## src/rtl/rbsi_pkg.sv

```systemverilog
package rbsi_pkg;

  localparam int FRAC_BITS = 16;
  localparam int QW        = 32;          // quotient bits, one per divider stage
  localparam int NLANE     = 6;           // two plane distances per axis
  localparam int NAXIS     = 3;
  localparam int NSTG      = QW + 2;      // front, divider steps, slab resolve

  localparam logic signed [31:0] Q_MAX = 32'sh7fff_ffff;
  localparam logic signed [31:0] Q_MIN = 32'sh8000_0000;
  localparam logic signed [31:0] ONE   = 32'sh1 <<< FRAC_BITS;

  typedef struct packed {
    logic [31:0] rem;
    logic [31:0] nlo;
    logic [31:0] ad;
    logic [31:0] q;
    logic        neg;
    logic        ovf;
  } lane_t;

  typedef struct packed {
    logic zero;
    logic in_slab;
  } axis_t;

  typedef struct packed {
    lane_t [NLANE-1:0] lane;
    axis_t [NAXIS-1:0] axis;
  } div_t;

  typedef struct packed {
    logic        hit;
    logic [30:0] distance;
  } res_t;

endpackage

```

## src/rtl/rbsi_out_fifo.sv

```systemverilog
module rbsi_out_fifo
  import rbsi_pkg::*;
(
  input  logic clk,
  input  logic rst,
  input  logic push,
  input  res_t din,
  input  logic pop,
  output logic valid,
  output logic full,
  output res_t dout
);

  res_t       mem [2];
  logic       wp;
  logic       rp;
  logic [1:0] cnt;

  assign valid = cnt != 2'd0;
  assign full  = cnt == 2'd2;
  assign dout  = mem[rp];

  always_ff @(posedge clk) begin
    if (rst) begin
      wp  <= 1'b0;
      rp  <= 1'b0;
      cnt <= 2'd0;
    end else begin
      if (push) wp <= ~wp;
      if (pop)  rp <= ~rp;
      cnt <= cnt + 2'(push) - 2'(pop);
    end
  end

  always_ff @(posedge clk) begin
    if (push) begin
      mem[wp] <= din;
    end
  end

endmodule

```

## config.mk

```make
export PLATFORM = sky130hd
export DESIGN_NAME = rbsi_out_fifo
export DESIGN_NICKNAME = d
export VERILOG_FILES = /design/src/rtl/rbsi_pkg.sv /design/src/rtl/rbsi_out_fifo.sv
export SDC_FILE = /design/constraint.sdc
export NUM_CORES = 1
export LEC_CHECK = 0
export ABC_CLOCK_PERIOD_IN_PS = 2710
export BUFFER_PORTS_ARGS = -buffer_cell sky130_fd_sc_hd__buf_4
export CAP_MARGIN = 30
export CORE_MARGIN = 10
export CORE_UTILIZATION = 52
export CTS_CLUSTER_DIAMETER = 120
export DETAILED_ROUTE_END_ITERATION = 8
export HOLD_SLACK_MARGIN = 0.08
export PLACE_DENSITY = 0.77
export REMOVE_ABC_BUFFERS = 1
export SETUP_SLACK_MARGIN = 0.15
export SLEW_MARGIN = 30
export SYNTH_ARGS = -nofsm -noshare
export SYNTH_HDL_FRONTEND = slang
export SYNTH_SLANG_ARGS = --single-unit
export TNS_END_PERCENT = 50
```

## constraint.sdc

```tcl
create_clock -name clk -period 2.71 [get_ports clk]
set_input_delay 0.4065 -clock clk [delete_from_list [all_inputs] [get_ports clk]]
set_output_delay 0.4065 -clock clk [all_outputs]
set_load 0.1 [all_outputs]
```

==> summary.md, run 1 <==
| Metric | Value |
|---|---|
| RR Endpoint | `mem[1][4]` |
| Clk sinks | `69` |
| CTS tree | `built` |
| Worst Hold End | `mem[1][18]` |
| Flop2flop setup slack | `1.17 ns` |
| Total grt overflow | `0` |
| RR Startpoint | `wp` |
| Via density | `4.72` |
| Die height | `91.9 um` |
| Crit-path slowest cell | `dfxtp_2` |
| Antenna diode count | `0` |
| Post-synthesis register bit count | `69` |
| Clk_lat worst skew | `0.33 ns` |
| Hold slack | `0.262 ns` |
| Hold Buf Count CTS | `0` |
| Clock buffers created by TritonCTS | `9` |
| Net Sw Power | `0.935 mW` |
| Dpl cell area | `3260 sq um` |
| DRT Pass-1 Iters | `5` |
| Cell depth of the worst min-delay path | `1` |
| R2R depth | `2` |
| Via total after detailed routing | `1292` |
| Mapped cell area | `2690 sq um` |
| Synth area leader | `edfxtp_1` |
| Status | `completed` |
| Sequential share of power | `47.0%` |
| Total power | `2.72 mW` |
| EDFF count, synth | `64` |
| CP cell instances | `buf_12 > mux2_4 > buf_4` |
| Synth Area in Adders | `0.932%` |
| Final Non-Filler Cells | `274` |
| Synth Area in XOR/XNOR | `1.49%` |
| Final Cell Area | `3410 sq um` |
| Vias in the first global route | `1471` |
| Final Hold Vio Count | `0` |
| Slew @ Worst Pin | `0.499 ns` |
| Die footprint | `8440 sq um` |
| Post-DRT Antenna Nets | `0` |
| Critical path endpoint category | `output port` |
| Port buffer count | `69` |
| All-layer global routing usage | `11.9%` |
| Clk Tree Root Cell | `clkbuf_8` |
| Core area | `5040 sq um` |
| VDD IR-drop max | `0.751 mV` |
| Crit path max fanout | `18` |
| Kind of critical path | `reg -> out` |
| DR WL/cell | `17.8 um` |
| Number of top-level pins | `70` |
| Min Tclk post-route | `2.19 ns` |
| Synth area leaders | `edfxtp_1 (72%), mux2_4 (17%), dfxtp_1 (3.7%), buf_12 (2.2%), ha_1 (0.93%)` |
| Register area share after synthesis | `75.3%` |
| Share of layout cells above drive strength 1 | `57.4%` |
| Chip Width | `91.9 um` |
| Worst path arrival time | `1.78 ns` |
| Yosys cell types | `14` |
| Cells after Synth | `121` |
| Power Internal | `1.78 mW` |
| Worst Hold Class | `in -> reg` |
| Synth Area in Compound Gates | `0%` |
| Top_reg_cell synth | `edfxtp_1` |
| Main combinational cell family by area after synthesis | `multiplexers` |
| Ys Warns | `0` |
| F_max | `0.457 GHz` |
| Clock slew at reported path FFs | `0.07 ns` |
| Share of the synthesized area in the top cell type | `71.6%` |
| GP Congestion | `0.706` |
| Fin util | `67.6%` |
| Area Growth Syn to Fin | `27.0%` |
| Clk_skew | `0.00920 ns` |
| Final setup vio count | `0` |
| Setup TNS | `0 ns` |
| CP top delay family | `flip-flops` |
| Count leader, synth | `edfxtp_1` |
| CP bufs+invs | `2` |
| Syn avg cell area | `22.2 sq um` |
| Worst setup SP type | `register` |
| Portion of netlist area occupied by mux cells | `17.6%` |
| Nets | `238` |
| Sw Ratio | `34.4%` |
| Clock Path Buffers | `2` |
| Starting DRT DRC Count | `88` |
| Pre-CTS setup slack | `0.840 ns` |
| Post-cts resize count | `0` |
| Max-slew violation count | `0` |
| RSZ-0062 raised after global routing | `no` |
| Global-route wire length before repair | `7.71 mm` |
| # H-tree levels | `3` |
| Setup bufs post-CTS | `0` |
| FP Rows | `26` |
| Pwr Density | `797 nW/um^2` |
| Max incr delay on CP | `0.64 ns` |
| Hold_sp | `din[18]` |
| Routed wire length | `4.88 mm` |
| Gate power share | `29.1%` |
| Slew margin rel. | `66.7%` |
| Initial antenna violation count | `0` |
| Initial Util | `53.3%` |
| Post-Synth Simple-Gate Area | `1.72%` |
| Worst Path Required | `2.30 ns` |
| Pleak | `1.37 nW` |
| DP Cell Count | `259` |
| Most common library cells after synthesis | `edfxtp_1 (64), mux2_4 (30), dfxtp_1 (5), nor2_1 (4)` |
| Max cap viols | `0` |
| Post-synthesis async set-or-reset flop share | `0%` |
| Fin crit share | `80.7%` |
| Worst setup margin | `0.522 ns` |
| Clock share of power | `24.0%` |
| Drc violations | `0` |
| Largest net degree at the start of global routing | `26` |
[layout by cell type, fill, tap and decap left out]
| master | synthesis | final |
|---|---|---|
| xnor3_1 | 1 | 1 |
| clkbuf_8 | 0 | 9 |
| edfxtp_1 | 64 | 64 |
| dfxtp_1 | 5 | 4 |
| dfxtp_2 | 0 | 1 |
| clkinv_2 | 0 | 1 |
| mux2_4 | 30 | 30 |
| nor2b_1 | 3 | 2 |
| nor2_1 | 4 | 4 |
| xnor2_1 | 2 | 2 |
| inv_1 | 2 | 2 |
| clkinv_1 | 0 | 3 |
| mux2_2 | 2 | 2 |
| clkbuf_1 | 0 | 2 |
| nor2b_4 | 0 | 1 |
| buf_4 | 0 | 71 |
| ha_1 | 2 | 2 |
| or2_2 | 1 | 1 |
| and2_1 | 1 | 1 |
| buf_12 | 3 | 1 |
[worst max-delay path by stage]
stage / slack (ns) / start / cells after the start / to
after global placement: 0.88 / register / 3 / dout[28]
after floorplan: 0.24 / register / 1 / dout[0]
after CTS: 0.49 / register / 3 / dout[28]
after detailed placement: 0.84 / register / 3 / dout[28]
final: 0.52 / register / 3 / dout[15]
after global routing: 0.44 / register / 3 / dout[14]
[power by group through the flow]
stage	Sequential [mW]	Clock, mW	Combinational, mW
CTS	1.28	0.666	0.797
floorplan	1.30	0	0.617
detailed placement	1.30	0	0.796
global placement	1.29	0	0.786
global route	1.28	0.711	0.818
finish	1.28	0.652	0.791
[worst register-to-register path, cell delays in order (launching register included)]
cell     delay, ns
dfxtp_1       0.40
and2_1        0.38
buf_4         0.41
[cells by family after synthesis]
family,count (synthesis)
buf+inv,6
fa+ha+maj,2
flops,69
simple gates,9
xor+xnor,3
mux,32
[cell type report]
class                   count  area, sq um
clock buffers              11          131
clock inverters             4         16.3
fillers                   352         1630
inverters                   2         7.51
multi-input cells          46          592
flip-flops and latches     69         2020
well taps                  70         87.6
repair buffers             72          553
[metal layers]
layer	track usage, %	part of all wire, %	up-vias
met2	20.1	53	41
met4	7.07	2.2	0
li1	-	-	618
met1	12.6	39	624
met5	0	0	-
met3	4.40	5.7	9
[flip-flops by register name, indices dropped and copies added (netlist names), named ones only]
register and cells:
mem 64, rp 1, wp 1, cnt 2
Note: power is estimated with default switching activity, not from simulation.
==> run 2, diff against run 1 <==
Settings changed: ABC_CLOCK_PERIOD_IN_PS 2710 to 1800, CORE_UTILIZATION 52 to 47, PLACE_DENSITY 0.77 to 0.73.
Clock period 2.71 ns to 1.8 ns, I/O delays scaled along.
==> run 2 against run 1 <==
Register-to-register slack lost 0.60 ns. First-iteration DRC count shrank 57%. Sequential cell count is the same. Largest cell class unchanged. Highest routed layer unchanged.
==> summary.md, run 2 (synthesis gave the netlist of run 1 again) <==
| Metric | Value |
|---|---|
| Worst Hold Class | `in -> reg` |
| Slew @ Worst Pin | `0.335 ns` |
| Max-slew violation count | `0` |
| Clk Tree Root Cell | `clkbuf_8` |
| Die height | `95.6 um` |
| Sequential share of power | `40.8%` |
| Chip Width | `95.6 um` |
| RSZ-0062 raised after global routing | `yes` |
| CP top delay family | `flip-flops` |
| Worst setup SP type | `register` |
| Final Hold Vio Count | `0` |
| DRT Pass-1 Iters | `3` |
| DR top layer | `met4` |
| Max incr delay on CP | `0.43 ns` |
| Worst path arrival time | `1.44 ns` |
| Nets | `242` |
| Clock share of power | `30.5%` |
| Status | `completed` |
| Clock Path Buffers | `2` |
| Post-DRT Antenna Nets | `0` |
| Area Growth Syn to Fin | `40.3%` |
| Min Tclk post-route | `1.71 ns` |
| Critical path endpoint category | `output port` |
| WL met2 | `2.73 mm` |
| Total power | `4.69 mW` |
| Top reg by flops | `mem` |
| Port buffer count | `69` |
| Setup bufs post-CTS | `0` |
| Pwr Density | `1250 nW/um^2` |
| Slew margin rel. | `77.6%` |
| Worst Path Required | `1.53 ns` |
| Initial Util | `48.5%` |
| R2R depth | `2` |
| Clk_lat worst skew | `0.33 ns` |
| Number of flip-flops under the largest register name | `64` |
| Gate power share | `28.8%` |
| Routed wire length | `5.15 mm` |
| Clk_skew | `0.00393 ns` |
| CTS tree | `built` |
| VDD IR-drop max | `0.810 mV` |
| Pleak | `1.51 nW` |
| All-layer global routing usage | `11.3%` |
| Crit-path slowest cell | `dfxtp_4` |
| Most frequent cells in the layout | `edfxtp_1 (64), buf_4 (39), mux2_4 (31)` |
| CP bufs+invs | `2` |
| Worst Hold End | `mem[1][28]` |
| Total grt overflow | `0` |
| Clock slew at reported path FFs | `0.07 ns` |
| RR Endpoint | `mem[1][31]` |
| Net Sw Power | `1.45 mW` |
| DR WL/cell | `18.3 um` |
| FP Rows | `27` |
| Initial antenna violation count | `0` |
| GP Congestion | `0.715` |
| Leading cell type in the layout, fill and taps excluded | `edfxtp_1` |
| Post-DP HPWL | `3.63 mm` |
| RR Startpoint | `wp` |
| Final Non-Filler Cells | `281` |
| Max cap viols | `0` |
| Crit path max fanout | `6` |
| Met3 wire length | `446 um` |
| F_max | `0.585 GHz` |
| Sw Ratio | `30.9%` |
| DP Cell Count | `263` |
| Hold_sp | `din[28]` |
| Antenna diode count | `0` |
| Global-route wire length before repair | `7.60 mm` |
| Drc violations | `0` |
| Clk sinks | `69` |
| Fin crit share | `94.9%` |
| Power Internal | `3.24 mW` |
| Final setup vio count | `0` |
| Hold Buf Count CTS | `0` |
| Largest regs | `mem: 64 flops, cnt: 2 flops` |
| Core area | `5540 sq um` |
| CP cell instances | `buf_12 > mux2_2 > buf_6` |
| Cell depth of the worst min-delay path | `1` |
| Clock buffers created by TritonCTS | `9` |
| Kind of critical path | `reg -> out` |
| WL met1 | `1.92 mm` |
| # H-tree levels | `3` |
| Vias in the first global route | `1486` |
| Via density | `4.75` |
| Starting DRT DRC Count | `38` |
| Flop2flop setup slack | `0.57 ns` |
| Largest net degree at the start of global routing | `24` |
| Number of top-level pins | `70` |
| Share of layout cells above drive strength 1 | `59.3%` |
| Die footprint | `9140 sq um` |
| Via total after detailed routing | `1334` |
run 2: cell count changes in the layout (fill, tap and decap cells not counted), sizes merged:
cell,before,now
clkinv,4,2
buf,72,75
bufinv,0,3
clkbuf,11,12
run 2: worst max path at each step:
| stage | end | depth (start not counted) |
|---|---|---|
| CTS | dout[0] | 3 |
| global placement | dout[31] | 3 |
| finish | dout[0] | 3 |
| global route | dout[20] | 3 |
| floorplan | dout[0] | 1 |
| detailed placement | dout[0] | 3 |
run 2: area by class of cell:
class,count,area [sq um]
Inverter,2,7.51
Sequential cell,69,2030
Timing Repair Buffer,76,818
Clock inverter,5,98.8
Tap cell,72,90.1
Multi-Input combinational cell,46,596
Clock buffer,11,131
Fill cell,370,1770
run 2: per-stage QoR:
stage | utilization, % | instance area, sq um | hold slack [ns] | worst slack [ns] | TNS (ns)
floorplan | - | 2610 | 0.342 | -0.537 | -24.96
global placement | 59.4 | 3290 | 0.456 | 0.413 | 0
detailed placement | 59.4 | 3290 | 0.457 | 0.381 | 0
CTS | 66.4 | 3680 | 0.102 | 0.0601 | 0
global route | 68.0 | 3770 | 0.0984 | 0.0428 | 0
finish | 68.0 | 3770 | 0.124 | 0.0915 | 0
run 2: power groups by stage:
stage	logic [mW]	clock network (mW)	registers, mW
floorplan	0.929	0	1.96
global placement	1.21	0	1.93
finish	1.35	1.43	1.91
CTS	1.31	1.46	1.91
global route	1.39	1.54	1.92
detailed placement	1.23	0	1.94
run 2: repair_timing:
item / 4_1_cts / 5_1_grt
cloned: 1 / 1
endpoints found under the setup margin: 32 / 32
pin swaps: 0 / 0
gates resized for setup: 35 / 15
run 2: layer usage:
layer / vias to the layer above / GRT usage, %
met1: 653 / 11.6
met5: - / 0
met2: 46 / 18.8
li1: 629 / -
met3: 6 / 5.11
met4: 0 / 6.63
