===== src/rtl/rbsi_pkg.sv =====
package rbsi_pkg;

  localparam int FRAC_BITS = 16;
  localparam int QW        = 32;          // quotient bits, one per divider stage
  localparam int NLANE     = 6;           // two plane distances per axis
  localparam int NAXIS     = 3;
  localparam int NSTG      = QW + 2;      // front, divider steps, slab resolve

  localparam logic signed [31:0] Q_MAX = 32'sh7fff_ffff;
  localparam logic signed [31:0] Q_MIN = 32'sh8000_0000;
  localparam logic signed [31:0] ONE   = 32'sh1 <<< FRAC_BITS;

  typedef struct packed {
    logic [31:0] rem;
    logic [31:0] nlo;
    logic [31:0] ad;
    logic [31:0] q;
    logic        neg;
    logic        ovf;
  } lane_t;

  typedef struct packed {
    logic zero;
    logic in_slab;
  } axis_t;

  typedef struct packed {
    lane_t [NLANE-1:0] lane;
    axis_t [NAXIS-1:0] axis;
  } div_t;

  typedef struct packed {
    logic        hit;
    logic [30:0] distance;
  } res_t;

endpackage


===== src/rtl/rbsi_resolve.sv =====
module rbsi_resolve
  import rbsi_pkg::*;
(
  input  logic clk,
  input  logic adv,
  input  div_t din,
  output res_t res
);

  logic signed [31:0] tin      [NAXIS];
  logic signed [31:0] tout     [NAXIS];
  logic signed [31:0] tin_next [NAXIS];
  logic signed [31:0] tout_next[NAXIS];
  logic               miss;
  logic               miss_next;

  function automatic logic signed [31:0] sat(lane_t x);
    if (x.ovf) return x.neg ? Q_MIN : Q_MAX;
    if (x.neg) return x.q[31] ? Q_MIN : -$signed(x.q);
    return x.q[31] ? Q_MAX : $signed(x.q);
  endfunction

  always_comb begin
    logic signed [31:0] lo;
    logic signed [31:0] hi;
    miss_next = 1'b0;
    for (int x = 0; x < NAXIS; x++) begin
      lo = sat(din.lane[2*x]);
      hi = sat(din.lane[2*x+1]);
      if (din.axis[x].zero) begin
        tin_next[x]  = Q_MIN;
        tout_next[x] = Q_MAX;
        if (!din.axis[x].in_slab) miss_next = 1'b1;
      end else if (lo > hi) begin
        tin_next[x]  = hi;
        tout_next[x] = lo;
      end else begin
        tin_next[x]  = lo;
        tout_next[x] = hi;
      end
    end
  end

  always_ff @(posedge clk) begin
    if (adv) begin
      tin  <= tin_next;
      tout <= tout_next;
      miss <= miss_next;
    end
  end

  // latest entry, earliest exit
  always_comb begin
    logic signed [31:0] tmin;
    logic signed [31:0] tmax;
    tmin = tin[0];
    tmax = tout[0];
    for (int x = 1; x < NAXIS; x++) begin
      if (tin[x] > tmin)  tmin = tin[x];
      if (tout[x] < tmax) tmax = tout[x];
    end
    res = '0;
    if (!miss && tmin <= tmax) begin
      if (tmin > 32'sd0) begin
        res.hit      = 1'b1;
        res.distance = tmin[30:0];
      end else if (tmax > 32'sd0) begin
        res.hit      = 1'b1;
        res.distance = tmax[30:0];
      end
    end
  end

endmodule


===== config.mk =====
export PLATFORM = sky130hd
export DESIGN_NAME = rbsi_resolve
export DESIGN_NICKNAME = d
export VERILOG_FILES = /design/src/rtl/rbsi_pkg.sv /design/src/rtl/rbsi_resolve.sv
export SDC_FILE = /design/constraint.sdc
export NUM_CORES = 1
export LEC_CHECK = 0
export BUFFER_PORTS_ARGS = -buffer_cell sky130_fd_sc_hd__buf_4
export CORE_AREA = 2 2 315 317
export DETAILED_ROUTE_END_ITERATION = 16
export DIE_AREA = 0 0 317 319
export PLACE_DENSITY_LB_ADDON = 0.2
export RECOVER_POWER = 25
export REMOVE_ABC_BUFFERS = 1
export SYNTH_ARGS = -nofsm -noshare
export SYNTH_HDL_FRONTEND = slang
export SYNTH_SLANG_ARGS = --single-unit

===== constraint.sdc =====
create_clock -name clk -period 8.85 [get_ports clk]
set_clock_uncertainty 0.15 [all_clocks]
set_input_delay 1.3275 -clock clk [delete_from_list [all_inputs] [get_ports clk]]
set_output_delay 1.3275 -clock clk [all_outputs]
set_load 0.01 [all_outputs]

==> results of run 1 <==
-- per-layer routing --
metal | vias up | part of all wire [%]
met5 | - | 0.17
met1 | 11776 | 48
li1 | 12494 | -
met2 | 606 | 43
met4 | 26 | 1.8
met3 | 78 | 7.1
-- final cells by class --
| class | instances | area [um^2] | share of cell area (%) |
|---|---|---|---|
| Tap cell | 1287 | 1610 | 5.06 |
| Clock inverter | 15 | 220 | 0.692 |
| Multi-Input combinational cell | 2455 | 17400 | 54.5 |
| Inverter | 235 | 882 | 2.77 |
| Antenna cell | 12 | 30.0 | 0.0943 |
| Clock buffer | 17 | 425 | 1.34 |
| Sequential cell | 193 | 5800 | 18.2 |
| Timing Repair Buffer | 677 | 5510 | 17.3 |
-- critical path: cells and delay by family, from the launching register on --
family	cells	cell delay [ps]
muxes	1	190
AOI/OAI and AO/OA	17	3730
buffers and inverters	9	1330
DFF	1	480
and+or+nand+nor	7	1230
adders and majority gates	3	770
-- power by group --
part | switching, uW | internal, uW | total, uW | leakage [uW]
logic | 2190 | 2090 | 4280 | 0.0119
clock network | 410 | 417 | 827 | 0.000311
registers | 153 | 1150 | 1300 | 0.00189
-- through the flow --
stage	cell area, um^2	TNS (ps)
floorplan	23000	-321080
global placement	29600	-24320
detailed placement	29600	-24210
CTS	31400	-21080
global route	31800	-33870
finish	31800	-24750
-- sequential cells by signal, indices dropped and copies added (netlist names) --
register,cells
tout,96
miss,1
tin,96
-- what timing repair did --
action / CTS / global route
cloned: 6 / 2
pin swaps: 53 / 9
resized for setup: 137 / 51
setup endpoints to repair: 32 / 32
hold endpoints to repair: 0 / 0
buffers inserted: 27 / 7
-- cell usage in the layout, fill, tap and decap left out, drive strengths merged, types with 22 or more instances in the layout --
master / synthesis / layout
a21o: 108 / 108
o21ai: 176 / 176
nand4: 59 / 59
o32ai: 29 / 29
nor2: 394 / 394
inv: 235 / 242
buf: 37 / 673
o22a: 22 / 22
ha: 260 / 260
edfxtp: 193 / 193
nand3: 171 / 171
nor3: 63 / 63
mux2i: 146 / 146
o21a: 27 / 27
a31oi: 50 / 50
or3: 38 / 38
or2: 22 / 22
nor4: 56 / 56
a311oi: 49 / 49
nand2: 156 / 156
xor2: 48 / 48
a21oi: 289 / 289
o22ai: 52 / 52
-- how the worst max path moves through the flow --
| stage | start | endpoint | slack, ps | cells after the start |
|---|---|---|---|---|
| 3_5_place_dp | tin[42] | res[0] | -990 | 38 |
| 3_3_place_gp | tin[41] | res[0] | -1030 | 39 |
| 5_1_grt | tin[41] | res[15] | -1140 | 38 |
| 6_report | tin[41] | res[0] | -870 | 37 |
| 4_1_cts | tin[75] | res[15] | -750 | 39 |
| 2_1_floorplan | din[529] | tin[20] | -4180 | 19 |
-- cells by family after synthesis --
group                      count (synthesis)  share of synthesized area, %
AOI/OAI and AO/OA                        911                          24.5
xor gates and xnor gates                  51                          1.91
adders and majority gates                260                          13.7
buffers and inverters                    424                          6.79
DFF                                      193                          24.4
muxes                                    151                          6.38
and+or+nand+nor                         1082                          22.4
==> metrics, run 1 <==
Finished Core Util=about a third; worst hold path type=input port to flip-flop; Post-synth top cells=nor2_1 (394), a21oi_1 (289), ha_1 (260); Worst Hold Slack=1130 ps; vias in the first global route=23.2k; CTS Buf Count=17; overall power=6410 uW; Crit Path Class=flip-flop to output port; Fin. Hold Viols=0; final worst-path cycle share=110%; H-Tree Depth=4; Placed Cells=4807; initial DRC count=1953; max-slew violation count=120; Relative slew margins=-130%; #FFs+latches synth=between 150 and 200; CP arrival=8240 ps; synth warn=0; Synth Instances=3072; number of nets in the layout=4627; Avg Inst Size Synth=7.74 um^2; Post-Synthesis Cell Area=roughly 24000 um^2; final std cells w/o fill=slightly below 5k; minimum clock period=9720 ps; area grow syn2layout=33.9%; register area share after synthesis=24.4%; GR Layer Usage met1=roughly 29%; initial antenna violation count=27; pre-CTS WS=-990 ps; Reg clk slew, reported paths=80 ps; Setup violations, final=32; Hold Startpoint=din[0]; # IOs=820; count leader, synth=nor2_1; post-route setup slack=-871 ps; Root Driver=clkbuf_16; asr flop ratio synth=0%; Rows=around 120; Worst-Margin Slew=3450 ps; wire length per cell=21.2 um; detailed placer's ending HPWL=85900 um; Die Y=around 320 um; top fanout value on the critical path=8; main flop type after synthesis=edfxtp_1; hold depth=2; vias=25.0k; crit end category=output port; critical path's largest stage delay=480 ps; GRT Max-Usage Layer=met2; Hold EP=miss; DRT antenna net count=0; Initial Util=24.3%; die area=about 100000 um^2; global route overflow=0; post-synth cell types=81; Max-Cap Viols=2; first-pass GRT wire length=152000 um; Synth top area share=24.4%; largest net degree at the start of global routing=slightly above 80; Clock Sinks=193; DRC errors left=0; Leak Pwr=0.0141 uW; EDFF count, synth=193; unrepaired setup endpoints after global routing=yes; failing checks=max-capacitance violations, max-slew violations, negative setup slack; CTS tree=done; 1st-pass router iterations=6; All-Layer GR Usage=20.0%; Worst Setup Start Kind=flip-flop; most used cell, CP=a21o_1; P per Cell Area=201 nW/um^2; top cells by area, synth=edfxtp_1 (24%), ha_1 (14%), nor2_1 (6.2%); CP required=7370 ps; FMAX=103 MHz; # hold bufs at CTS=0; Final GP Congestion=0.907; met2 usage=between 20% and 30%; GR Util met3=roughly 5.1%; Slowest cell on crit path=edfxtp_1; routed vias/inst=between 5 and 6; post-synth top area cell=edfxtp_1; VDD IR max=about 0.14 mV; layout cells sized above 1=between 20% and 30%; status=finished, violations left; Fillers=between 10k and 15k; Routed WL=104000 um; Die Wd=317 um; CTS Buffer Depth=2; count of input and output buffers=243; core area=97700 um^2
Power figures use the tool's default switching activity.
==> inputs of run 2 (changes only) <==
--- a/config.mk
+++ b/config.mk
@@ -6,9 +6,9 @@
 export NUM_CORES = 1
 export LEC_CHECK = 0
 export BUFFER_PORTS_ARGS = -buffer_cell sky130_fd_sc_hd__buf_4
-export CORE_AREA = 2 2 315 317
+export CORE_AREA = 2 2 321 323
 export DETAILED_ROUTE_END_ITERATION = 16
-export DIE_AREA = 0 0 317 319
+export DIE_AREA = 0 0 323 325
 export PLACE_DENSITY_LB_ADDON = 0.2
 export RECOVER_POWER = 25
 export REMOVE_ABC_BUFFERS = 1
==> constraint.sdc (replaced) <==
create_clock -name clk -period 8.85 [get_ports clk]
set_clock_uncertainty 0.15 [all_clocks]
set_input_delay 1.3275 -clock clk [delete_from_list [all_inputs] [get_ports clk]]
set_output_delay 1.3275 -clock clk [all_outputs]
set_load 0.02 [all_outputs]
==> run 2 against run 1 <==
  * The run still ends with max-capacitance violations, max-slew violations, negative setup slack left
  * Critical path depth is the same
  * Sequential cell count is the same
  * Power grew 0.55%
  * Final area is essentially flat
  * Combinational power grew 1%
  * Sequential share of layout area is essentially flat
  * Cell count grew 1.7%
  * Via count grew 0.12%
  * Largest cell class unchanged
  * Highest routed layer unchanged
==> metrics, run 2 (synthesis results as in run 1) <==
status=finished, violations left (unchanged); failing checks=max-capacitance violations, max-slew violations, negative setup slack (unchanged); biggest regs=tin: 96 flops, tout: 96 flops, miss: 1 flops (unchanged); top fanout value on the critical path=8 (unchanged); final worst-path cycle share=111% (was 110%); Fillers=11.0k (was 10.3k); Rows=117 (was 115); H-Tree Depth=4 (unchanged); # IOs=820 (unchanged); Crit Path Class=flip-flop to output port (unchanged); global route overflow=0 (unchanged); clock network fraction of design power=12.5% (was 12.9%); All-Layer GR Usage=19.3% (was 20.0%); Root Driver=clkbuf_16 (unchanged); number of nets in the layout=4636 (was 4627); FMAX=102 MHz (was 103 MHz); first-pass GRT wire length=152000 um (about the same); Placed Cells=4909 (was 4807); VDD IR max=0.163 mV (was 0.143 mV); 1st-pass router iterations=6 (unchanged); most common cell after layout, fill and taps aside=buf_4 (unchanged); CTS tree=done (unchanged); CTS Buf Count=17 (unchanged); area grow syn2layout=34.0% (was 33.9%); CTS Buffer Depth=2 (unchanged); max-slew violation count=159 (was 120); Die Wd=323 um (was 317 um); Worst-Margin Slew=3520 ps (was 3450 ps); vias in the first global route=23.3k (was 23.2k); unrepaired setup endpoints after global routing=yes (unchanged); most frequent cells in the layout=buf_4 (618), nor2_1 (383), a21oi_1 (288) (was buf_4 (616), nor2_1 (386), a21oi_1 (283)); P per Cell Area=202 nW/um^2 (was 201 nW/um^2); crit end category=output port (unchanged); wire length per cell=21.0 um (was 21.2 um); Slowest cell on crit path=or4_4 (was edfxtp_1); worst hold path type=input port to flip-flop (unchanged); routed vias/inst=5.03 (was 5.11); Comb power frac=67.3% (was 66.7%); largest net degree at the start of global routing=73 (was 81); most used cell, CP=buf_4 (was a21o_1); Die Y=325 um (was 319 um); Flop pwr share=20.2% (was 20.3%); Int Pwr=3590 uW (was 3650 uW); CP arrival=8330 ps (was 8240 ps); post-route setup slack=-960 ps (was -871 ps); initial antenna violation count=15 (was 27); Leak Pwr=0.0142 uW (was 0.0141 uW); Final GP Congestion=0.927 (was 0.907); initial DRC count=2096 (was 1953); DRC errors left=0 (unchanged); Max-Cap Viols=3 (was 2); Fin. Hold Viols=0 (unchanged); core area=101000 um^2 (was 97700 um^2); Clock Sinks=193 (unchanged); Setup violations, final=32 (unchanged); final std cells w/o fill=4974 (was 4891); die area=105000 um^2 (was 101000 um^2); Reg clk slew, reported paths=80 ps (about the same); hold depth=2 (unchanged); Setup TNS=-27680 ps (was -24750 ps); layout cells sized above 1=24.1% (was 24.3%); vias=25.0k (about the same); Sw Share=44.2% (was 43.0%); Initial Util=23.5% (was 24.3%); count of input and output buffers=243 (unchanged); CP required=7370 ps (about the same); DRT antenna net count=0 (unchanged); Worst Setup Start Kind=flip-flop (unchanged); Routed WL=104000 um (about the same); Psw=2850 uW (was 2750 uW); critical path's largest stage delay=580 ps (was 480 ps); CP Launch Point=tin[75] (was tin[41]); detailed placer's ending HPWL=87000 um (was 85900 um); minimum clock period=9810 ps (was 9720 ps); Worst setup endpoint=res[7] (was res[0]); # hold bufs at CTS=0 (unchanged); Relative slew margins=-135% (was -130%)
run 2: cell types whose count changed in the layout (fill, tap and decap cells not counted), moves of 3 or more:
cell	previous run	this run
buf_16	5	1
o32ai_4	14	24
buf_6	39	47
diode_2	12	5
a21oi_2	6	1
ha_4	20	9
o32ai_2	13	5
a21oi_1	283	288
ha_1	240	251
nor2_2	4	8
nor2_1	386	383
run 2: layout make-up:
type                            instances  area [um^2]  share of cell area, %
Antenna cell                            5         12.5                 0.0393
Inverter                              235          882                   2.77
Timing Repair Buffer                  686         5540                   17.4
Sequential cell                       193         5800                   18.2
Tap cell                             1368         1710                   5.37
Multi-Input combinational cell       2455        17300                   54.3
Clock buffer                           17          425                   1.34
Clock inverter                         15          198                  0.621
run 2: how the worst min path moves through the flow:
stage,startpoint,to
floorplan,adv,miss
detailed placement,din[0],miss
finish,din[0],miss
global route,din[0],miss
CTS,din[0],miss
global placement,din[0],miss
run 2: through the flow:
step	util [%]	power (uW)	worst slack [ps]	hold slack [ps]	instance area (um^2)
2_1_floorplan	-	3000	-4180	1290	23000
3_3_place_gp	29.5	4950	-1300	1540	29900
3_5_place_dp	29.5	4950	-1280	1540	29900
4_1_cts	31.1	6300	-994	987	31500
5_1_grt	31.4	6860	-1190	1000	31800
6_report	31.4	6440	-960	1020	31900
run 2: layer usage:
metal | GRT usage, % | up-vias | wire length (um)
met5 | 0 | - | 112
met4 | 4.59 | 18 | 2640
met3 | 4.10 | 89 | 6210
met2 | 29.1 | 635 | 44600
met1 | 28.0 | 11789 | 50700
li1 | - | 12479 | -
run 2: power by group through the flow:
stage                     clock, uW  combinational [uW]  sequential, uW
final                           806                4340            1300
after global routing            863                4690            1310
after CTS                       834                4170            1300
after detailed placement          0                3640            1310
after global placement            0                3630            1320
after floorplan                   0                1770            1220
run 2: critical path: cells and delay by family (launching register included):
family,cells,cell delay [ps]
simple gates,11,2330
fa+ha+maj,3,780
buf+inv,11,1550
mux,1,230
flops,1,430
compound gates,11,2510
run 2: repair_timing:
action	CTS	global route
endpoints found under the setup margin	32	32
setup buffers	17	12
cloned	3	0
pin swaps	62	22
resized for setup	141	49
