<file path="config.mk">
export PLATFORM = sky130hd
export DESIGN_NAME = rbsi_front
export DESIGN_NICKNAME = d
export VERILOG_FILES = /design/src/rtl/rbsi_pkg.sv /design/src/rtl/rbsi_front.sv
export SDC_FILE = /design/constraint.sdc
export NUM_CORES = 1
export LEC_CHECK = 0
export CAP_MARGIN = 20
export CORE_AREA = 4 4 382 384
export CTS_CLUSTER_DIAMETER = 30
export DETAILED_ROUTE_END_ITERATION = 7
export DIE_AREA = 0 0 386 388
export DONT_BUFFER_PORTS = 1
export PLACE_DENSITY = 0.34
export RECOVER_POWER = 25
export SLEW_MARGIN = 5
export SYNTH_ARGS = -nofsm -noshare
export SYNTH_HDL_FRONTEND = slang
export SYNTH_SLANG_ARGS = --single-unit
</file>
<file path="constraint.sdc">
create_clock -name clk -period 8.2 [get_ports clk]
set_input_delay 0.82 -clock clk [delete_from_list [all_inputs] [get_ports clk]]
set_output_delay 0.82 -clock clk [all_outputs]
set_load 0.02 [all_outputs]
</file>
<file path="src/rtl/rbsi_pkg.sv">
package rbsi_pkg;

  localparam int FRAC_BITS = 16;
  localparam int QW        = 32;          // quotient bits, one per divider stage
  localparam int NLANE     = 6;           // two plane distances per axis
  localparam int NAXIS     = 3;
  localparam int NSTG      = QW + 2;      // front, divider steps, slab resolve

  localparam logic signed [31:0] Q_MAX = 32'sh7fff_ffff;
  localparam logic signed [31:0] Q_MIN = 32'sh8000_0000;
  localparam logic signed [31:0] ONE   = 32'sh1 <<< FRAC_BITS;

  typedef struct packed {
    logic [31:0] rem;
    logic [31:0] nlo;
    logic [31:0] ad;
    logic [31:0] q;
    logic        neg;
    logic        ovf;
  } lane_t;

  typedef struct packed {
    logic zero;
    logic in_slab;
  } axis_t;

  typedef struct packed {
    lane_t [NLANE-1:0] lane;
    axis_t [NAXIS-1:0] axis;
  } div_t;

  typedef struct packed {
    logic        hit;
    logic [30:0] distance;
  } res_t;

endpackage

</file>
<file path="src/rtl/rbsi_front.sv">
module rbsi_front
  import rbsi_pkg::*;
(
  input  logic               clk,
  input  logic               adv,
  input  logic signed [31:0] o [NAXIS],
  input  logic signed [31:0] d [NAXIS],
  output div_t               dout
);

  div_t nxt;

  always_comb begin
    logic signed [32:0] one33;
    logic signed [32:0] num;
    logic [31:0]        an;
    logic [31:0]        ad;
    logic [63:0]        nfull;
    int                 a;
    one33 = 33'(ONE);
    nxt   = '0;
    for (int l = 0; l < NLANE; l++) begin
      a   = l / 2;
      num = (l % 2 == 1) ? one33 - 33'(o[a]) : -one33 - 33'(o[a]);
      an  = num[32] ? 32'(-num) : num[31:0];
      ad  = d[a][31] ? 32'(-d[a]) : d[a];
      // numerator magnitude shifted into fixed point
      nfull = 64'(an) << FRAC_BITS;
      nxt.lane[l].ovf = nfull >= {ad, 32'b0};
      nxt.lane[l].neg = num[32] ^ d[a][31];
      nxt.lane[l].ad  = ad;
      nxt.lane[l].rem = nfull[63:32];
      nxt.lane[l].nlo = nfull[31:0];
      nxt.lane[l].q   = '0;
    end
    for (int x = 0; x < NAXIS; x++) begin
      nxt.axis[x].zero    = d[x] == 32'sd0;
      nxt.axis[x].in_slab = (o[x] >= -ONE) && (o[x] <= ONE);
    end
  end

  always_ff @(posedge clk) begin
    if (adv) begin
      dout <= nxt;
    end
  end

endmodule

</file>
==> results by group, run 1 <==
Route
  • Via/cell ratio: 4.19
  • Routed metal-1 wire length: 44.0 mm
  • Overall via count from detail_route: 19800
  • Number of design rule violations left after detail routing: 0
  • Drt pass-1 iters: 5
  • Highest Signal Layer: met4
  • Total length of routed met2 wires: 55.4 mm
  • Initial DRC Count: 1321
  • Drt wl/cell: 24.3 microns
  • Detailed route wirelength on metal3: 11.6 mm
  • Wirelength, routed: 115 mm
  • Antenna Violating Nets Remaining: 0

Critical path
  • Maximum fanout along the worst path: 11
  • Required time of the critical path: 8.72 ns
  • Critical-path cell with the highest stage delay: or4b_2
  • Crit path largest cell delay: 0.75 ns
  • Worst Path Class, Setup: in2reg
  • Cell Chain, Critical Path: inv_1 -> ha_1 -> or4b_2 -> nor2_2 -> nand3_1 -> a211oi_2 -> nand4_1 -> nor3_1 -> a31oi_1 -> xnor2_1 -> ha_1 -> nand4_1 -> nor2_1 -> nand4_1 -> nor3_1 -> and4b_1 -> o2111ai_1 -> a21oi_1
  • Most common cell on crit path: nand4_1
  • Kind of capture point of the worst setup path: flop
  • CP arrival: 6.72 ns
  • Startpoint kind of the worst setup timing path: primary input

Run
  • Maxcap violations: 0

Yosys
  • Count of yosys warnings during synthesis: 0
  • Count of flip-flops with a built-in enable after synthesis: 303
  • Avg Inst Size Synth: 9.14 sq um
  • Sequential area share after synthesis: 35.1%
  • Share of Yosys cell area claimed by the top area cell type: 35.1%
  • Proportion of register bits with asynchronous set or reset after synthesis: 0%
  • Most instantiated flip-flop cell in the synthesis netlist: edfxtp_1
  • #FFs+latches synth: 303
  • Netlist area before placement: 0.0259 sq mm
  • Largest area contributor in the synthesized netlist: edfxtp_1
  • Unique cell type count in the Yosys netlist: 87
  • Biggest area contributors in the synthesized netlist: edfxtp_1 35%, buf_4 14%, xnor2_1 8.8%
  • Cell count after synthesis: 2838

Global route
  • Pin count of the biggest net entering global routing: 304
  • Global-route usage over all layers: 14.6%
  • Number of antenna violations at the first check in global routing: 8
  • Grt total ovfl: 0
  • Global-route wire length before repair: 155 mm
  • Number of global-route vias before repair: 19200

Run status
  • Status: completed

CTS
  • Cell chosen for the clock root: clkbuf_16
  • Clk sinks: 303
  • Number of buffers inserted by post-CTS setup repair: 0
  • Worst-path clk slew: 0.05 ns
  • Post-cts sizing count: 0
  • Number of hold-repair buffers added at the cts stage: 0
  • Max Buffers Root-to-Sink: 3
  • TritonCTS clock tree: done
  • CTS buffer count: 98
  • Clock H-tree levels: 3

Placement
  • Number of I/O port buffers: 0
  • Final estimated routing congestion in global placement: 0.885
  • Post-detailed-placement half-perimeter wirelength: 94.9 mm

STA
  • Relative max-transition margin: 31.3%
  • Final sum of negative setup slack: 0 ns
  • Final count of hold timing violations: 0
  • Final-report max-slew violation count: 0
  • Minimum clock period after layout: 6.20 ns
  • Total setup violations reported at the end of the flow: 0
  • RSZ-0062 raised after global routing: false
  • Max Freq: 161 MHz
  • Transition at the pin with the smallest max-transition slack: 1.02 ns
  • Post-route fraction of the period consumed by the critical path: 75.6%

Power and ir drop
  • Worst IR drop on VDD: 160 uV
  • Leakage power: 10.5 nW
  • PwrDens: 239 mW/mm^2
  • Overall Power: 6.96 mW

Finish
  • Nets@finish: 3049
  • Sequential cell area in the final layout: 0.00910 sq mm
  • Fillers: 15700
  • End-of-flow core utilization: 20.4%
  • Most flops, register: dout
  • Max FFs per register: 303
  • Area of combinational cells with multiple inputs: 0.0139 sq mm
  • Largest registers: dout: 303 flops
  • Area overhead of the layout relative to synthesis: 12.4%
  • Share of final-layout standard cells stronger than drive strength 1: 7.41%

Floorplanning
  • Die Area: 0.150 sq mm
  • I/O pin cnt: 980
  • Horizontal extent of the die: 386 microns
  • Starting utilization of the core area: 18.2%
  • Number of placement rows: 139
  • Die Height: 388 microns
  • Area of the placeable core: 0.143 sq mm

Hold path
  • Hold Path Class: in2reg
  • Cell count of the worst hold path: 0
-- critical path, delay by kind of cell --
| kind | cells | cell delay [ns] |
|---|---|---|
| AOI/OAI and AO/OA | 4 | 1.11 |
| buffers and inverters | 1 | 0.06 |
| adders and majority gates | 2 | 0.63 |
| and+or+nand+nor | 10 | 3.68 |
| xor gates and xnor gates | 1 | 0.40 |
-- worst paths after layout --
check / start / endpoint / slack [ns]
max: o[32] / dout[266] / 2.00
min: o[64] / dout[218] / 0.20
-- routing by layer --
layer  up-vias  GRT usage [%]
li1       9189              -
met1      9555           16.4
met2       939           24.9
met3       164           5.35
met4         0           5.86
met5         -              0
-- layout by cell type (no fill, tap or decap), types with 12 or more instances in the layout --
master / Yosys / final
a211oi_1: 17 / 17
a21o_1: 36 / 36
a21oi_1: 123 / 120
a31oi_1: 20 / 20
and2_1: 22 / 22
and3_1: 19 / 19
buf_4: 483 / 22
clkbuf_1: 95 / 21
clkbuf_16: 0 / 98
clkinv_1: 0 / 18
clkinv_2: 0 / 12
conb_1: 1 / 384
edfxtp_1: 303 / 303
ha_1: 105 / 105
inv_1: 87 / 87
nand2_1: 190 / 190
nand2b_1: 20 / 20
nand3_1: 67 / 67
nand4_1: 49 / 49
nor2_1: 182 / 182
nor2b_1: 27 / 27
nor3_1: 72 / 72
nor3b_1: 13 / 13
nor4_1: 52 / 52
o211ai_1: 16 / 16
o21a_1: 16 / 16
o21ai_0: 131 / 131
o31ai_1: 39 / 39
o41ai_1: 18 / 18
or2_2: 17 / 17
or3_1: 31 / 31
or4_1: 33 / 33
xnor2_1: 261 / 261
xor2_1: 119 / 119
-- kinds of logic after synthesis --
| kind of cell | share of synthesized area (%) |
|---|---|
| AO/OA/AOI/OAI | 12.7 |
| AND/OR/NAND/NOR | 16.9 |
| XOR/XNOR | 12.8 |
| other | 0.0145 |
| adder cells (fa/ha/maj) | 5.06 |
| multiplexers | 0.468 |
| buffers and inverters | 17.0 |
| flip-flops | 35.1 |
-- cell type report --
class / instances / share of cell area (%)
Inverter: 87 / 1.12
Timing Repair Buffer: 25 / 0.639
Clock buffer: 119 / 8.68
Clock inverter: 64 / 2.46
Antenna cell: 4 / 0.0343
Multi-Input combinational cell: 2235 / 47.7
Tap cell: 1903 / 8.17
Sequential cell: 303 / 31.2
-- synth_stat cells, drive strengths merged, types with 9 or more instances --
cell type  instances
buf              500
and3              19
nor3b             13
inv               87
o21ai            137
nand2            190
a21o              36
and2              26
nand4             50
nand3b            10
or3               32
nor4              55
nor2b             27
clkbuf            96
nor4b              9
a21oi            123
ha               105
nor3              73
or4               33
o31ai             39
a211oi            18
o41ai             19
xnor2            261
nand2b            20
edfxtp           303
o211ai            16
o21a              16
mux2i             11
nand3             67
or2               17
xor2             119
nor2             183
a31oi             20
-- power breakdown --
group / internal (mW) / switching [mW] / leakage (nW)
Combinational: 0.291 / 0.626 / 6.01
Clock: 2.47 / 1.20 / 1.54
Sequential: 1.93 / 0.440 / 2.96
Total: 4.70 / 2.26 / 10.5
-- per-stage QoR --
stage                     setup slack (ns)  hold WS (ns)  instance area [sq um]  std cells
after global routing                  1.65         0.148                  29100       4736
final                                 2.00         0.201                  29200       4740
after floorplan                       2.36         0.919                  27400       3221
after global placement                1.23         0.919                  25900       4550
after CTS                             2.10         0.117                  29100       4735
after detailed placement              1.37         0.919                  25900       4552
(Power assumes the default switching activity.)
==> run 2, diff against run 1 <==
--- a/config.mk
+++ b/config.mk
@@ -5,13 +5,14 @@
 export SDC_FILE = /design/constraint.sdc
 export NUM_CORES = 1
 export LEC_CHECK = 0
+export ABC_AREA = 1
 export CAP_MARGIN = 20
-export CORE_AREA = 4 4 382 384
+export CORE_AREA = 4 4 379 381
 export CTS_CLUSTER_DIAMETER = 30
 export DETAILED_ROUTE_END_ITERATION = 7
-export DIE_AREA = 0 0 386 388
+export DIE_AREA = 0 0 383 385
 export DONT_BUFFER_PORTS = 1
-export PLACE_DENSITY = 0.34
+export PLACE_DENSITY = 0.36
 export RECOVER_POWER = 25
 export SLEW_MARGIN = 5
 export SYNTH_ARGS = -nofsm -noshare
==> constraint.sdc (replaced) <==
create_clock -name clk -period 6.35 [get_ports clk]
set_input_delay 0.635 -clock clk [delete_from_list [all_inputs] [get_ports clk]]
set_output_delay 0.635 -clock clk [all_outputs]
set_load 0.02 [all_outputs]
==> run 2 against run 1 <==
  * Worst hold slack worse by 0.12 ns
  * Area after synthesis is 11% higher
  * Synthesized cell count is 41% higher
  * Clock power is 32% higher
  * Flip-flop and latch count stayed put
  * Non-clock buffer count is 9 lower
  * Utilization is 2.4 points higher
  * Clock-buffer cell count is 19 lower
  * Die area is 1.5% lower
  * Critical path type unchanged
==> results by group, run 2 <==
CTS
  • Clk sinks: 303 (unchanged)
  • Cell chosen for the clock root: clkbuf_16
  • Worst-path clk slew: 0.05 ns (about the same)
  • TritonCTS clock tree: done
  • Max Buffers Root-to-Sink: 3 (unchanged)
  • Number of buffers inserted by post-CTS setup repair: 0 (unchanged)
  • Post-cts sizing count: 0 (unchanged)
  • CTS buffer count: 91 (-7.1%)
  • Clock H-tree levels: 3 (unchanged)

Critical path
  • Startpoint kind of the worst setup timing path: primary input
  • CP arrival: 5.25 ns (-1.47 ns)
  • Worst Path Class, Setup: in2reg
  • Maximum fanout along the worst path: 12 (+1)
  • Kind of capture point of the worst setup path: flop
  • Required time of the critical path: 6.85 ns (-1.87 ns)

Floorplanning
  • Die Area: 0.147 sq mm (-1.5%)
  • Number of placement rows: 138 (-0.72%)
  • Area of the placeable core: 0.141 sq mm (-1.6%)
  • Die Height: 385 microns (-0.77%)
  • Horizontal extent of the die: 383 microns (-0.78%)
  • Starting utilization of the core area: 20.5% (+2.3 points)
  • I/O pin cnt: 980 (unchanged)

Finish
  • Leading cell type in the layout, fill and taps excluded: nand2_1
  • Max FFs per register: 303 (unchanged)
  • Share of final-layout standard cells stronger than drive strength 1: 8.49% (+1.1 points)
  • Largest registers: dout: 303 flops
  • Fillers: 15900 (+1.4%)
  • Nets@finish: 4251 (+39%)
  • Area overhead of the layout relative to synthesis: 11.5%
  • Most used cells in the layout excluding fill and tap cells: 1059 x nand2_1, 490 x inv_1, 407 x nor2_1
  • Most flops, register: dout
  • End-of-flow core utilization: 22.8% (+2.4 points)

Run status
  • Status: completed

Power and ir drop
  • Worst IR drop on VDD: 247 uV (+54%)
  • Leakage power: 14.6 nW (+39%)
  • Overall Power: 9.10 mW (+31%)
  • PwrDens: 284 mW/mm^2 (+19%)

Run
  • Maxcap violations: 0 (unchanged)

STA
  • Final-report max-slew violation count: 0 (unchanged)
  • Transition at the pin with the smallest max-transition slack: 0.841 ns (-0.181 ns)
  • Minimum hold slack: 0.0777 ns (-0.123 ns)
  • Relative max-transition margin: 44.0% (+13 points)
  • Final sum of negative setup slack: 0 ns (unchanged)
  • Post-route fraction of the period consumed by the critical path: 74.7%
  • Total setup violations reported at the end of the flow: 0 (unchanged)
  • Final count of hold timing violations: 0 (unchanged)
  • Max Freq: 211 MHz
  • Minimum clock period after layout: 4.75 ns
  • RSZ-0062 raised after global routing: false

Yosys
  • Netlist area before placement: 0.0288 sq mm (+11%)
  • Commonest cells in the synthesized netlist: 1059 x nand2_1, 490 x inv_1, 488 x buf_4
  • Sequential area share after synthesis: 31.6% (-3.4 points)
  • Share of Yosys cell area claimed by the top area cell type: 31.6% (-3.4 points)
  • Proportion of register bits with asynchronous set or reset after synthesis: 0% (unchanged)
  • Biggest area contributors in the synthesized netlist: edfxtp_1 32%, nand2_1 14%, buf_4 13%
  • Largest area contributor in the synthesized netlist: edfxtp_1
  • Count of yosys warnings during synthesis: 0 (unchanged)
  • Most instantiated flip-flop cell in the synthesis netlist: edfxtp_1
  • Unique cell type count in the Yosys netlist: 57 (-34%)
  • #FFs+latches synth: 303 (unchanged)
  • Dominant cell by count in the synthesized netlist: nand2_1
  • Avg Inst Size Synth: 7.18 sq um (-21%)
  • Count of flip-flops with a built-in enable after synthesis: 303 (unchanged)
  • Cell count after synthesis: 4004 (+41%)

Route
  • Overall via count from detail_route: 24200 (+22%)
  • Antenna Violating Nets Remaining: 0 (unchanged)
  • Drt pass-1 iters: 8 (+3)
  • Number of design rule violations left after detail routing: 0 (unchanged)
  • Via/cell ratio: 4.09 (-2.3%)
  • Drt wl/cell: 20.1 microns (-17%)
  • Initial DRC Count: 1522 (+15%)
  • Wirelength, routed: 119 mm (+3.3%)

Global route
  • Pin count of the biggest net entering global routing: 304 (unchanged)
  • Number of antenna violations at the first check in global routing: 12 (+4)
  • Global-route wire length before repair: 166 mm (+7.1%)
  • Number of global-route vias before repair: 23400 (+22%)
  • Global-route usage over all layers: 15.4% (+0.81 points)
  • Grt total ovfl: 0 (unchanged)

Placement
  • Number of I/O port buffers: 0 (unchanged)
  • Final estimated routing congestion in global placement: 0.882 (-0.26%)
  • Post-detailed-placement half-perimeter wirelength: 100 mm (+5.4%)

Hold path
  • Hold Path Class: in2reg
## run 2: cell types whose count changed in the layout (fill, tap and decap cells not counted), moves of 34 or more
cell | before | now
nand2_2 | 0 | 38
inv_1 | 87 | 490
a21o_1 | 36 | 2
nor2_1 | 182 | 407
xnor2_1 | 261 | 18
nand2_1 | 190 | 1059
nand3_1 | 67 | 327
o21ai_0 | 131 | 84
nand4_1 | 49 | 94
xor2_1 | 119 | 173
a21oi_1 | 120 | 62
## run 2: timing repair
action	CTS	global route
hold endpoints to repair	5	0
endpoints found under the setup margin	0	0
hold buffers	5	0
## run 2: layout make-up
type	instances	area, sq um	share of cell area [%]
Multi-Input combinational cell	3023	15200	47.5
Sequential cell	303	9100	28.4
Tap cell	1890	2360	7.38
Clock buffer	100	2330	7.27
Inverter	517	1940	6.06
Clock inverter	69	942	2.94
Timing Repair Buffer	16	133	0.414
Antenna cell	4	10.0	0.0312
## run 2: cell families after synthesis
group	after synthesis	synth area share (%)
AOI/OAI and AO/OA	209	4.19
xor gates and xnor gates	192	5.87
adders and majority gates	105	4.57
buffers and inverters	1061	20.4
DFF	303	31.6
other	1	0.0130
and+or+nand+nor	2133	33.3
## run 2: per-stage QoR
| stage | area (sq um) | cells | setup WS [ns] |
|---|---|---|---|
| floorplan | 30200 | 4387 | 2.40 |
| global placement | 28700 | 5744 | 0.867 |
| detailed placement | 28700 | 5744 | 0.753 |
| CTS | 32100 | 5918 | 1.52 |
| global route | 32100 | 5918 | 1.11 |
| finish | 32100 | 5922 | 1.60 |
## run 2: layer usage
metal,share of wire (%),track usage [%]
met1,42,19.0
met5,0.051,0
met2,47,25.9
met4,1.9,3.94
met3,8.5,5.02
## run 2: critical path: stages
cell	delay [ns]
inv_1	0.17
ha_1	0.47
nand2_2	0.17
nor2_4	0.30
nand3_2	0.21
nand2_1	0.13
nand2_1	0.18
nor2_2	0.23
nand2_1	0.14
nor3b_1	0.37
nand3_1	0.12
nand2_1	0.08
nand2_1	0.05
nand2_1	0.05
nand2_1	0.10
ha_1	0.32
nand4_1	0.15
nor3_1	0.39
nand3_1	0.24
nor2_1	0.14
nand2_1	0.06
nor2_1	0.11
nand2_1	0.07
nor2_1	0.08
nand3_1	0.10
a21oi_1	0.18
## run 2: final timing paths
| kind | startpoint | end | slack, ns | depth (start not counted) |
|---|---|---|---|---|
| worst max-delay path | o[0] | dout[526] | 1.60 | 26 |
| worst min-delay path | d[64] | dout[170] | 0.08 | 0 |
## run 2: report_power, final
part,switching (mW),internal [mW]
Combinational,0.957,0.326
Sequential,0.512,2.47
Clock,1.49,3.34
Total,2.96,6.14
==> run 3, diff against run 2 <==
--- a/config.mk
+++ b/config.mk
@@ -12,7 +12,7 @@
 export DETAILED_ROUTE_END_ITERATION = 7
 export DIE_AREA = 0 0 383 385
 export DONT_BUFFER_PORTS = 1
-export PLACE_DENSITY = 0.36
+export PLACE_DENSITY = 0.37
 export RECOVER_POWER = 25
 export SLEW_MARGIN = 5
 export SYNTH_ARGS = -nofsm -noshare
==> constraint.sdc (replaced) <==
create_clock -name clk -period 4.3 [get_ports clk]
set_input_delay 0.43 -clock clk [delete_from_list [all_inputs] [get_ports clk]]
set_output_delay 0.43 -clock clk [all_outputs]
set_load 0.02 [all_outputs]
==> run 3 against run 2 <==
  * The run now ends with capacitance limit, slew limit left
  * Via count is 4.7% higher
  * Worst hold slack worse by 0.031 ns
  * Flip-flop and latch count stayed put
  * Routed wire length is 4.5% higher
  * Critical endpoint is now dout[6]
==> results by group, run 3 (synthesis results as in run 2) <==
STA
  • Relative max-transition margin: -194% (-240 points)
  • Final count of hold timing violations: 0 (unchanged)
  • Transition at the pin with the smallest max-transition slack: 4.41 ns (+3.57 ns)
  • Total setup violations reported at the end of the flow: 0 (unchanged)
  • Max Freq: 261 MHz
  • Minimum clock period after layout: 3.83 ns
  • Final-report max-slew violation count: 203 (+203)
  • RSZ-0062 raised after global routing: false
  • Post-route fraction of the period consumed by the critical path: 89.2%

Global route
  • Number of global-route vias before repair: 24500 (+5.1%)
  • Global-route wire length before repair: 171 mm (+2.9%)
  • Pin count of the biggest net entering global routing: 304 (unchanged)
  • Global-route usage over all layers: 15.9% (+0.52 points)
  • Grt total ovfl: 0 (unchanged)
  • Number of antenna violations at the first check in global routing: 19 (+7)

Critical path
  • Family with the most delay on the worst path: simple AND/OR/NAND/NOR gates
  • CP startpoint: o[65]
  • Crit path largest cell delay: 0.54 ns (+0.07 ns)
  • Required time of the critical path: 4.72 ns (-2.13 ns)
  • Maximum fanout along the worst path: 6 (-6)
  • Most common cell on crit path: nand2_2
  • Worst Path Class, Setup: in2reg
  • CP arrival: 4.25 ns (-1.00 ns)
  • Kind of capture point of the worst setup path: flop
  • Critical-path cell with the highest stage delay: a221oi_1
  • Number of buffers and inverters on the critical path: 6 (+5)
  • Startpoint kind of the worst setup timing path: primary input
  • Critical path depth in cells: 25 (-3.8%)

Floorplanning
  • I/O pin cnt: 980 (unchanged)
  • Horizontal extent of the die: 383 microns (unchanged)
  • Number of placement rows: 138 (unchanged)
  • Die Area: 0.147 sq mm (unchanged)
  • Area of the placeable core: 0.141 sq mm (unchanged)
  • Die Height: 385 microns (unchanged)
  • Starting utilization of the core area: 20.5% (unchanged)

Power and ir drop
  • Worst IR drop on VDD: 287 uV (+16%)
  • Portion of total power attributed to sequential cells: 31.6% (-1.2 points)
  • Leakage power: 16.2 nW (+11%)
  • Switching power: 4.63 mW (+56%)
  • PwrDens: 402 mW/mm^2 (+42%)
  • Share of total power in the clock network: 52.6% (-0.5 points)
  • Fraction of power spent switching nets: 33.0% (+0.51 points)
  • Overall Power: 14.0 mW (+54%)
  • Pint: 9.38 mW (+53%)
  • Proportion of power drawn by combinational gates: 15.9% (+1.8 points)

Hold path
  • Hold Path Class: in2reg
  • Cell count of the worst hold path: 0 (unchanged)
  • Source of the worst hold timing path: adv

Finish
  • Fillers: 15800 (-0.82%)
  • Final standard cell count with taps included and fillers excluded: 6264 (+5.8%)
  • Leading cell type in the layout, fill and taps excluded: nand2_1
  • Most used cells in the layout excluding fill and tap cells: 1059 x nand2_1, 490 x inv_1, 407 x nor2_1
  • Most flops, register: dout
  • Share of final-layout standard cells stronger than drive strength 1: 14.6% (+6.1 points)
  • Nets@finish: 4588 (+7.9%)
  • Largest registers: dout: 303 flops
  • Max FFs per register: 303 (unchanged)
  • Area overhead of the layout relative to synthesis: 21.2%
  • Area of combinational cells with multiple inputs: 0.0152 sq mm (about the same)
  • Sequential cell area in the final layout: 0.00910 sq mm (unchanged)

CTS
  • Number of buffers inserted by post-CTS setup repair: 0 (unchanged)
  • Max Buffers Root-to-Sink: 3 (unchanged)
  • Cell chosen for the clock root: clkbuf_16
  • CTS buffer count: 95 (+4.4%)
  • Clock H-tree levels: 3 (unchanged)
  • Clk sinks: 303 (unchanged)
  • TritonCTS clock tree: done
  • Worst-path clk slew: 0.05 ns (about the same)

Route
  • Number of design rule violations left after detail routing: 0 (unchanged)
  • Wirelength, routed: 124 mm (+4.5%)
  • Overall via count from detail_route: 25300 (+4.7%)
  • Drt wl/cell: 19.8 microns (-1.2%)
  • Via/cell ratio: 4.05 (-1.1%)
  • Initial DRC Count: 1511 (-0.72%)
  • Drt pass-1 iters: 7 (-1)
  • Antenna Violating Nets Remaining: 0 (unchanged)

Run
  • Maxcap violations: 2 (+2)

Placement
  • Post-detailed-placement half-perimeter wirelength: 103 mm (+3.3%)
  • Placed cell count: 6030 (+5.0%)
  • Number of I/O port buffers: 0 (unchanged)
  • Final estimated routing congestion in global placement: 0.920 (+4.3%)

Run status
  • Violated checks: capacitance limit, slew limit
  • Status: complete, but fails checks
[run 3: area by class of cell]
cell class	instances	area share, %
flip-flops and latches	303	26.1
multi-input cells	3023	43.8
clock inverters	79	2.95
inverters	517	5.57
repair buffers	349	7.93
well taps	1890	6.79
clock buffers	98	6.85
diodes	5	0.0359
[run 3: worst paths after layout]
| path | endpoint | slack (ns) |
|---|---|---|
| worst max-delay path | dout[6] | 0.47 |
| worst min-delay path | dout[323] | 0.05 |
[run 3: routing by layer]
metal  vias up  global-route usage, %  part of all wire, %
li1      12600                      -                    -
met2       931                   26.5                   47
met1     11600                   19.1                   42
met4        16                   5.72                  3.4
met3       166                   5.34                  8.4
met5         -                      0                0.089
[run 3: repair_timing]
action	CTS	global route
resized for setup	0	0
endpoints found under the hold margin	264	165
hold buffers	49	3
[run 3: metrics by stage]
stage                     hold WS [ns]  setup slack, ns  area (sq um)  utilization, %  setup TNS (ns)
after floorplan                  0.529            0.552         30200               -               0
after global placement           0.529           -0.330         30900            22.0           -1.15
after detailed placement         0.529           -0.289         30900            22.0           -1.12
after CTS                       -0.199            0.439         34800            24.8               0
after global routing         -0.000365           0.0609         34800            24.8               0
final                           0.0466            0.465         34800            24.8               0
[run 3: power by group through the flow]
stage / Sequential, mW / Clock [mW] / Combinational [mW]
4_1_cts: 4.44 / 7.55 / 2.19
3_3_place_gp: 4.49 / 0 / 2.13
6_report: 4.42 / 7.36 / 2.22
2_1_floorplan: 4.15 / 0 / 1.96
5_1_grt: 4.46 / 7.71 / 2.49
3_5_place_dp: 4.48 / 0 / 2.13
